<file path="config.mk">
export PLATFORM = sky130hd
export DESIGN_NAME = indexed_ordered_list
export DESIGN_NICKNAME = d
export VERILOG_FILES = /design/src/design/ilo_pkg.sv /design/src/design/ilo_mem.sv /design/src/design/ilo_ctrl.sv /design/src/design/indexed_ordered_list.sv
export VERILOG_INCLUDE_DIRS = /design/src /design/src/design
export SDC_FILE = /design/constraint.sdc
export NUM_CORES = 2
export LEC_CHECK = 0
export ABC_AREA = 1
export BUFFER_PORTS_ARGS = -buffer_cell sky130_fd_sc_hd__buf_4
export CAP_MARGIN = 20
export CORE_MARGIN = 2
export CORE_UTILIZATION = 30
export DETAILED_ROUTE_END_ITERATION = 16
export GPL_TIMING_DRIVEN = 0
export PLACE_DENSITY = 0.51
export SYNTH_ARGS = -nofsm -noshare
export SYNTH_HDL_FRONTEND = slang
export SYNTH_HIERARCHICAL = 1
export SYNTH_SLANG_ARGS = --single-unit
</file>
<file path="constraint.sdc">
create_clock -name clk -period 5.4 [get_ports clk]
set_input_delay 0.81 -clock clk [delete_from_list [all_inputs] [get_ports clk]]
set_output_delay 0.81 -clock clk [all_outputs]
set_load 0.005 [all_outputs]
</file>
<file path="src/design/indexed_ordered_list_macros.svh">
`ifndef INDEXED_ORDERED_LIST_MACROS_SVH
`define INDEXED_ORDERED_LIST_MACROS_SVH

// same-cycle implication, clocked on clk, off during reset
`define ILO_ASSERT_IMP(label, ante, cons) \
    label: assert property (@(posedge clk) disable iff (!rst_n) (ante) |-> (cons)) \
        else $error("assertion failed");

// next-cycle implication, clocked on clk, off during reset
`define ILO_ASSERT_NEXT(label, ante, cons) \
    label: assert property (@(posedge clk) disable iff (!rst_n) (ante) |=> (cons)) \
        else $error("assertion failed");

`endif

</file>
<file path="src/design/ilo_pkg.sv">
package ilo_pkg;

    typedef enum logic [1:0] {
        OP_INSERT = 2'd0,
        OP_READ   = 2'd1,
        OP_REMOVE = 2'd2,
        OP_ROTATE = 2'd3
    } op_t;

    typedef enum logic [1:0] {
        ST_OK     = 2'd0,
        ST_BADPOS = 2'd1,
        ST_FULL   = 2'd2,
        ST_FEW    = 2'd3
    } status_t;

    typedef struct packed {
        op_t         op;
        logic [4:0]  position;
        logic [63:0] record;
    } cmd_t;

    typedef struct packed {
        logic [63:0] read_record;
        status_t     status;
        logic [4:0]  entry_count;
    } result_t;

    typedef struct packed {
        logic wr_en;
        logic rd_en;
    } mem_ctl_t;

endpackage

</file>
<file path="src/design/ilo_mem.sv">
module ilo_mem #(
    parameter int DEPTH    = 16,
    parameter int RECORD_W = 64,
    localparam int IDX_W   = $clog2(DEPTH)
) (
    input  logic                 clk,
    input  ilo_pkg::mem_ctl_t    ctl,
    input  logic [IDX_W-1:0]     waddr,
    input  logic [IDX_W-1:0]     raddr,
    input  logic [RECORD_W-1:0]  wdata,
    output logic [RECORD_W-1:0]  rdata
);
    import ilo_pkg::*;

    logic [RECORD_W-1:0] mem_reg [DEPTH];
    logic [RECORD_W-1:0] rdata_reg;

    always_ff @(posedge clk)
    begin
        if (ctl.wr_en)
        begin
            mem_reg[waddr] <= wdata;
        end
    end

    // registered read port
    always_ff @(posedge clk)
    begin
        if (ctl.rd_en)
        begin
            rdata_reg <= mem_reg[raddr];
        end
    end

    assign rdata = rdata_reg;

endmodule

</file>
<file path="src/design/ilo_ctrl.sv">
module ilo_ctrl #(
    parameter int DEPTH    = 16,
    parameter int RECORD_W = 64,
    localparam int IDX_W   = $clog2(DEPTH),
    localparam int CNT_W   = $clog2(DEPTH + 1)
) (
    input  logic                 clk,
    input  logic                 rst_n,
    input  logic                 start,
    output logic                 busy,
    input  ilo_pkg::cmd_t        cmd,
    output logic                 done,
    output ilo_pkg::result_t     result,
    output ilo_pkg::mem_ctl_t    mem_ctl,
    output logic [IDX_W-1:0]     waddr,
    output logic [IDX_W-1:0]     raddr,
    output logic [RECORD_W-1:0]  wdata,
    input  logic [RECORD_W-1:0]  rdata
);
    import ilo_pkg::*;
    `include "indexed_ordered_list_macros.svh"

    localparam int EXT_W = (CNT_W > 5) ? CNT_W : 5;

    typedef enum logic [5:0] {
        S_IDLE    = 6'b000001,
        S_RDWAIT  = 6'b000010,
        S_HEADCAP = 6'b000100,
        S_SHRD    = 6'b001000,
        S_SHWR    = 6'b010000,
        S_FIN     = 6'b100000
    } state_t;

    state_t              state_reg, state_next;
    logic [CNT_W-1:0]    count_reg, count_next;
    logic [IDX_W-1:0]    cur_reg, cur_next;
    logic [IDX_W-1:0]    pos_reg, pos_next;
    op_t                 op_reg, op_next;
    logic [RECORD_W-1:0] rec_reg, rec_next;
    logic [RECORD_W-1:0] first_reg, first_next;
    logic                done_reg, done_next;
    result_t             result_reg, result_next;

    logic                accept;
    logic                err_flag;
    status_t             err_st;
    logic [EXT_W-1:0]    pos_ext;
    logic [EXT_W-1:0]    cnt_ext;

    assign accept  = start && (state_reg == S_IDLE);
    assign pos_ext = EXT_W'(cmd.position);
    assign cnt_ext = EXT_W'(count_reg);

    always_comb
    begin
        state_next  = state_reg;
        count_next  = count_reg;
        cur_next    = cur_reg;
        pos_next    = pos_reg;
        op_next     = op_reg;
        rec_next    = rec_reg;
        first_next  = first_reg;
        done_next   = 1'b0;
        result_next = result_reg;
        mem_ctl     = '0;
        waddr       = cur_reg;
        raddr       = cur_reg;
        wdata       = rdata;
        err_flag    = 1'b0;
        err_st      = ST_OK;

        unique case (state_reg)
            S_IDLE:
            begin
                if (start)
                begin
                    op_next  = cmd.op;
                    pos_next = IDX_W'(cmd.position);
                    rec_next = RECORD_W'(cmd.record);
                    case (cmd.op)
                        OP_INSERT:
                        begin
                            if (pos_ext > cnt_ext)
                            begin
                                err_flag = 1'b1;
                                err_st   = ST_BADPOS;
                            end
                            else if (count_reg == CNT_W'(DEPTH))
                            begin
                                err_flag = 1'b1;
                                err_st   = ST_FULL;
                            end
                            else
                            begin
                                cur_next   = IDX_W'(count_reg);
                                state_next = (pos_ext == cnt_ext) ? S_FIN : S_SHRD;
                            end
                        end
                        OP_READ:
                        begin
                            if (pos_ext >= cnt_ext)
                            begin
                                err_flag = 1'b1;
                                err_st   = ST_BADPOS;
                            end
                            else
                            begin
                                mem_ctl.rd_en = 1'b1;
                                raddr         = IDX_W'(cmd.position);
                                state_next    = S_RDWAIT;
                            end
                        end
                        OP_REMOVE:
                        begin
                            if (pos_ext >= cnt_ext)
                            begin
                                err_flag = 1'b1;
                                err_st   = ST_BADPOS;
                            end
                            else
                            begin
                                cur_next   = IDX_W'(cmd.position);
                                state_next = ((pos_ext + EXT_W'(1)) < cnt_ext) ? S_SHRD : S_FIN;
                            end
                        end
                        OP_ROTATE:
                        begin
                            if (count_reg < CNT_W'(2))
                            begin
                                err_flag = 1'b1;
                                err_st   = ST_FEW;
                            end
                            else
                            begin
                                mem_ctl.rd_en = 1'b1;
                                raddr         = '0;
                                state_next    = S_HEADCAP;
                            end
                        end
                        default:
                        begin
                        end
                    endcase
                    if (err_flag)
                    begin
                        done_next               = 1'b1;
                        result_next.read_record = '0;
                        result_next.status      = err_st;
                        result_next.entry_count = 5'(count_reg);
                    end
                end
            end
            S_RDWAIT:
            begin
                done_next               = 1'b1;
                result_next.read_record = 64'(rdata);
                result_next.status      = ST_OK;
                result_next.entry_count = 5'(count_reg);
                state_next              = S_IDLE;
            end
            S_HEADCAP:
            begin
                first_next = rdata;
                cur_next   = '0;
                state_next = S_SHRD;
            end
            S_SHRD:
            begin
                mem_ctl.rd_en = 1'b1;
                raddr = (op_reg == OP_INSERT) ? (cur_reg - IDX_W'(1)) : (cur_reg + IDX_W'(1));
                state_next = S_SHWR;
            end
            S_SHWR:
            begin
                mem_ctl.wr_en = 1'b1;
                waddr         = cur_reg;
                wdata         = rdata;
                if (op_reg == OP_INSERT)
                begin
                    cur_next   = cur_reg - IDX_W'(1);
                    state_next = ((cur_reg - IDX_W'(1)) == pos_reg) ? S_FIN : S_SHRD;
                end
                else
                begin
                    cur_next   = cur_reg + IDX_W'(1);
                    state_next = ((CNT_W'(cur_reg) + CNT_W'(2)) < count_reg) ? S_SHRD : S_FIN;
                end
            end
            S_FIN:
            begin
                case (op_reg)
                    OP_INSERT:
                    begin
                        mem_ctl.wr_en = 1'b1;
                        waddr         = pos_reg;
                        wdata         = rec_reg;
                        count_next    = count_reg + CNT_W'(1);
                    end
                    OP_REMOVE:
                    begin
                        count_next = count_reg - CNT_W'(1);
                    end
                    OP_ROTATE:
                    begin
                        mem_ctl.wr_en = 1'b1;
                        waddr         = IDX_W'(count_reg - CNT_W'(1));
                        wdata         = first_reg;
                    end
                    default:
                    begin
                    end
                endcase
                done_next               = 1'b1;
                result_next.read_record = '0;
                result_next.status      = ST_OK;
                result_next.entry_count = 5'(count_next);
                state_next              = S_IDLE;
            end
            default:
            begin
                state_next = S_IDLE;
            end
        endcase
    end

    always_ff @(posedge clk or negedge rst_n)
    begin
        if (!rst_n)
        begin
            state_reg <= S_IDLE;
            count_reg <= '0;
            done_reg  <= 1'b0;
        end
        else
        begin
            state_reg <= state_next;
            count_reg <= count_next;
            done_reg  <= done_next;
        end
    end

    // working registers, no reset
    always_ff @(posedge clk)
    begin
        cur_reg    <= cur_next;
        pos_reg    <= pos_next;
        op_reg     <= op_next;
        rec_reg    <= rec_next;
        first_reg  <= first_next;
        result_reg <= result_next;
    end

    assign busy   = (state_reg != S_IDLE);
    assign done   = done_reg;
    assign result = result_reg;

    `ILO_ASSERT_IMP(a_count_bound, 1'b1, count_reg <= CNT_W'(DEPTH))
    `ILO_ASSERT_IMP(a_done_when_idle, done_reg, state_reg == S_IDLE)
    `ILO_ASSERT_IMP(a_write_only_busy, mem_ctl.wr_en, state_reg != S_IDLE)
    `ILO_ASSERT_NEXT(a_error_keeps_count, accept && err_flag, done_reg && $stable(count_reg))
    `ILO_ASSERT_IMP(a_data_only_on_read, done_reg && (result_reg.read_record != '0), (op_reg == OP_READ) && (result_reg.status == ST_OK))

endmodule

</file>
<file path="src/design/indexed_ordered_list.sv">
// ordered record list, one word per command, busy while a command runs
// a rejected command reports straight from idle, a read waits for the registered memory read;
// insert moves count - position entries, remove count - 1 - position, rotate count - 1 after
// capturing the head: each moved entry costs one memory read and one write
// the next command may be started in the cycle that done is high; results cannot be stalled
// reset clears the entry count and the sequencer at once, entry contents are undefined
module indexed_ordered_list #(
    parameter int DEPTH    = 16,
    parameter int RECORD_W = 64
) (
    input  logic              clk,
    input  logic              rst_n,
    input  logic              start,
    output logic              busy,
    input  ilo_pkg::cmd_t     cmd,
    output logic              done,
    output ilo_pkg::result_t  result
);
    import ilo_pkg::*;

    localparam int IDX_W = $clog2(DEPTH);

    mem_ctl_t            mem_ctl;
    logic [IDX_W-1:0]    waddr;
    logic [IDX_W-1:0]    raddr;
    logic [RECORD_W-1:0] wdata;
    logic [RECORD_W-1:0] rdata;

    ilo_ctrl #(
        .DEPTH    (DEPTH),
        .RECORD_W (RECORD_W)
    ) u_ctrl (
        .clk     (clk),
        .rst_n   (rst_n),
        .start   (start),
        .busy    (busy),
        .cmd     (cmd),
        .done    (done),
        .result  (result),
        .mem_ctl (mem_ctl),
        .waddr   (waddr),
        .raddr   (raddr),
        .wdata   (wdata),
        .rdata   (rdata)
    );

    ilo_mem #(
        .DEPTH    (DEPTH),
        .RECORD_W (RECORD_W)
    ) u_mem (
        .clk   (clk),
        .ctl   (mem_ctl),
        .waddr (waddr),
        .raddr (raddr),
        .wdata (wdata),
        .rdata (rdata)
    );

endmodule

</file>
==> qor.txt <==
Comb pwr share - 49.1%
Clock Latency Late Sink - 0.78 ns
Core Box Area - 186,000 um^2
worst r2r path cells - 16
Sw Share - 46.3%
design area - 66,200 um^2
CTS tree - done
FF-to-FF setup slack - 0.81 ns
worst ir drop on vdd - 579 uV
final wirelength - 182 mm
hold buffer count at CTS - 1
Clk pwr share - 20.2%
Vias per Instance - 4.68
Peak Freq - 0.218 GHz
internal power - 24.4 mW
slowest stage cell, crit path - buf_1
Seq. cell area - 39,200 um^2
Worst-Margin Slew - 1.14 ns
net load switching power - 21.0 mW
Hold Path Depth - 1
required time of the critical path - 5.91 ns
Routed Antenna Nets - 0
Stages on worst setup path - 16
Final Hold Fails - 0
CP cell instances - clkbuf_1 -> inv_1 -> ha_1 -> nand2_1 -> a21oi_1 -> nor2_1 -> nand3_1 -> clkbuf_1 -> o21ai_0 -> nand2_1 -> nand3_1 -> clkbuf_2 -> buf_1 -> nand3_1 -> nand3_1 -> nand2_1
setup tns final - 0 ns
Largest register FFs - 1,024
Slew HR - 23.9%
yosys warns - 6
clk sinks - 1,309
Ports - 147
synth-to-layout area growth - 17.8%
total setup buffers inserted after CTS - 0
first-pass GRT wire length - 257 mm
Cell variety after synth - 40
Reg2Reg Capture Point - u_mem/rdata[43]$_DFFE_PP_
cell mode on critical path - nand3_1
Arr. time, crit path - 5.09 ns
largest net degree at the start of global routing - 42
CP Buf/Inv Count - 5
Fin Clk Skew - 0.0260 ns
share of layout cells above drive strength 1 - 12.1%
initial antenna violation count - 6
number of global-route vias before repair - 35.9k
H-tree levels - 4
area taken by multi-input logic gates - 12,200 um^2
most frequent cells in the layout - nand2_1, edfxtp_1, inv_1
RR Startpoint - u_ctrl/cnt_ext[2]$_DFFE_PN0P_
min-delay src - cmd[25]
Initial Utilization - 30.3%
clock-pin slew on the worst setup and hold paths - 0.06 ns
Final nets - 5,634
synth top area cells - edfxtp_1, nand2_1, nand3_1
Synth Net Count - 5,271
Filler Cell Count - 18.3k
DRC - 0
Finish-stage setup viols - 0
row count - 158
CP Max Fanout - 10
WHS - 0.213 ns
vias post-DR - 38.0k
port bufs - 146
DRT Pass-1 Iters - 6
Overall Power - 45.5 mW
height of the die - 437 um
worst hold path type - in -> reg
Die Width - 437 um
RSZ-0062 raised after global routing - no
fin crit share - 84.9%
Die Area - 191,000 um^2
Synth area leader - edfxtp_1
Syn Area/Cell - 10.9 um^2
Synth Register Bits - 1,309
WS Path Type - reg -> reg
routed len/inst - 22.4 um
slowest stage delay, CP - 0.80 ns
clk buf depth - 3
commonest non-fill, non-tap cell in the layout - nand2_1
CTS root buffer - clkbuf_16
grt total ovfl - 0
sequential area share after synthesis - 69.8%
Max Cap Viol - 0
power density cells - 686 nW/um^2
Flop pwr share - 30.7%
Yosys top cell area share - 69.3%
prevailing post-synth register cell - edfxtp_1
Hold EP - u_ctrl/rec_reg[25]$_DFFE_PP_
P_leak - 27.2 nW
EDFF count, synth - 1,297
Async SR Flop Fraction - 0.917%
CTS Buf Count - 140
Cell Area, Synth - 56,200 um^2
cts repair resizes - 0
Placed Instance Area - 61,900 um^2
critical path startpoint category - flop
final RePlAce weighted congestion - 0.826
Min Clock Period, post-route - 4.59 ns
result of the run - completed
Final HPWL DP - 123 mm
Top Family by Delay on Critical Path - buffers and inverters
Pins Over Slew Limit - 0
Global Route Usage Sum - 18.7%
Synth Instances - 5,166
1st-iter DRT viols - 4,120
CP endpoint kind - flop
==> synth_stat cells (2+ instances only) <==
cell type	n
a31oi_1	16
buf_6	27
buf_4	27
nand2_1	1565
ha_1	31
inv_1	889
nor2_1	170
o22ai_1	5
dfrtp_1	11
buf_2	130
a21oi_1	20
o21ai_0	21
xnor2_1	4
nand4_1	9
nor2_2	2
clkbuf_1	38
buf_8	6
nand3_1	801
inv_2	3
o211ai_1	2
buf_1	22
edfxtp_1	1297
xor2_1	5
a31oi_2	49
==> power by group through the flow <==
stage | sequential [mW] | clock [mW] | combinational (mW)
after floorplan | 14.0 | 0 | 12.3
after global placement | 14.3 | 0 | 21.6
after detailed placement | 14.2 | 0 | 22.2
after CTS | 14.0 | 9.38 | 22.2
after global routing | 14.0 | 9.72 | 24.0
final | 14.0 | 9.18 | 22.3
==> logic make-up (layout without fill, tap and decap cells) <==
logic type / count (synthesis) / in the layout / synth area share (%)
and+or+nand+nor: 2552 / 2552 / 18.9
DFF: 1309 / 1309 / 69.8
buffers and inverters: 1146 / 1613 / 8.64
AOI/OAI and AO/OA: 119 / 119 / 1.80
adders and majority gates: 31 / 31 / 0.690
xor gates and xnor gates: 9 / 9 / 0.140
other: 0 / 2 / 0
==> routing by layer <==
layer | global-route usage, % | vias up | routed length, um
li1 | - | 17600 | -
met5 | 0 | - | 0
met4 | 8.04 | 0 | 7620
met3 | 3.01 | 291 | 13900
met2 | 29.9 | 1543 | 83500
met1 | 25.2 | 18600 | 77100
==> per-stage QoR <==
| step | worst slack [ns] | cells | utilization, % |
|---|---|---|---|
| 2_1_floorplan | 0.698 | 5166 | - |
| 3_3_place_gp | -4.28 | 7792 | 32.5 |
| 3_5_place_dp | 0.720 | 7862 | 33.3 |
| 4_1_cts | 0.849 | 8109 | 35.6 |
| 5_1_grt | 0.604 | 8114 | 35.6 |
| 6_report | 0.814 | 8115 | 35.6 |
==> worst max path at each step <==
stage / startpoint / to
detailed placement: cmd[67] / u_mem/rdata[7]$_DFFE_PP_
finish: u_ctrl/cnt_ext[2]$_DFFE_PN0P_ / u_mem/rdata[43]$_DFFE_PP_
CTS: u_ctrl/cnt_ext[2]$_DFFE_PN0P_ / u_mem/rdata[7]$_DFFE_PP_
floorplan: u_ctrl/op_reg[0]$_DFFE_PP_ / u_mem/mem_reg[0][0]$_DFFE_PP_
global route: u_ctrl/cnt_ext[2]$_DFFE_PN0P_ / u_mem/rdata[7]$_DFFE_PP_
global placement: u_ctrl/op_reg[0]$_DFFE_PP_ / u_mem/mem_reg[9][52]$_DFFE_PP_
==> cell type report <==
type                    instances  area share [%]
flip-flops and latches       1309            59.3
multi-input cells            2711            18.5
clock buffers                 174            5.58
inverters                     895            5.09
well taps                    2480            4.68
repair buffers                221            3.72
plain buffers                 251            2.26
clock inverters                72           0.907
diodes                          2         0.00756
==> worst reg2reg max path, cell delays in order, from the launching register on <==
cell and delay, ns:
dfrtp_1 0.32, clkbuf_1 0.27, inv_1 0.23, ha_1 0.36, nand2_1 0.07, a21oi_1 0.05
nor2_1 0.17, nand3_1 0.13, clkbuf_1 0.24, o21ai_0 0.26, nand2_1 0.09, nand3_1 0.16
clkbuf_2 0.61, buf_1 0.82, nand3_1 0.19, nand3_1 0.26, nand2_1 0.10
No activity file was read; power rests on OpenSTA's default activity.
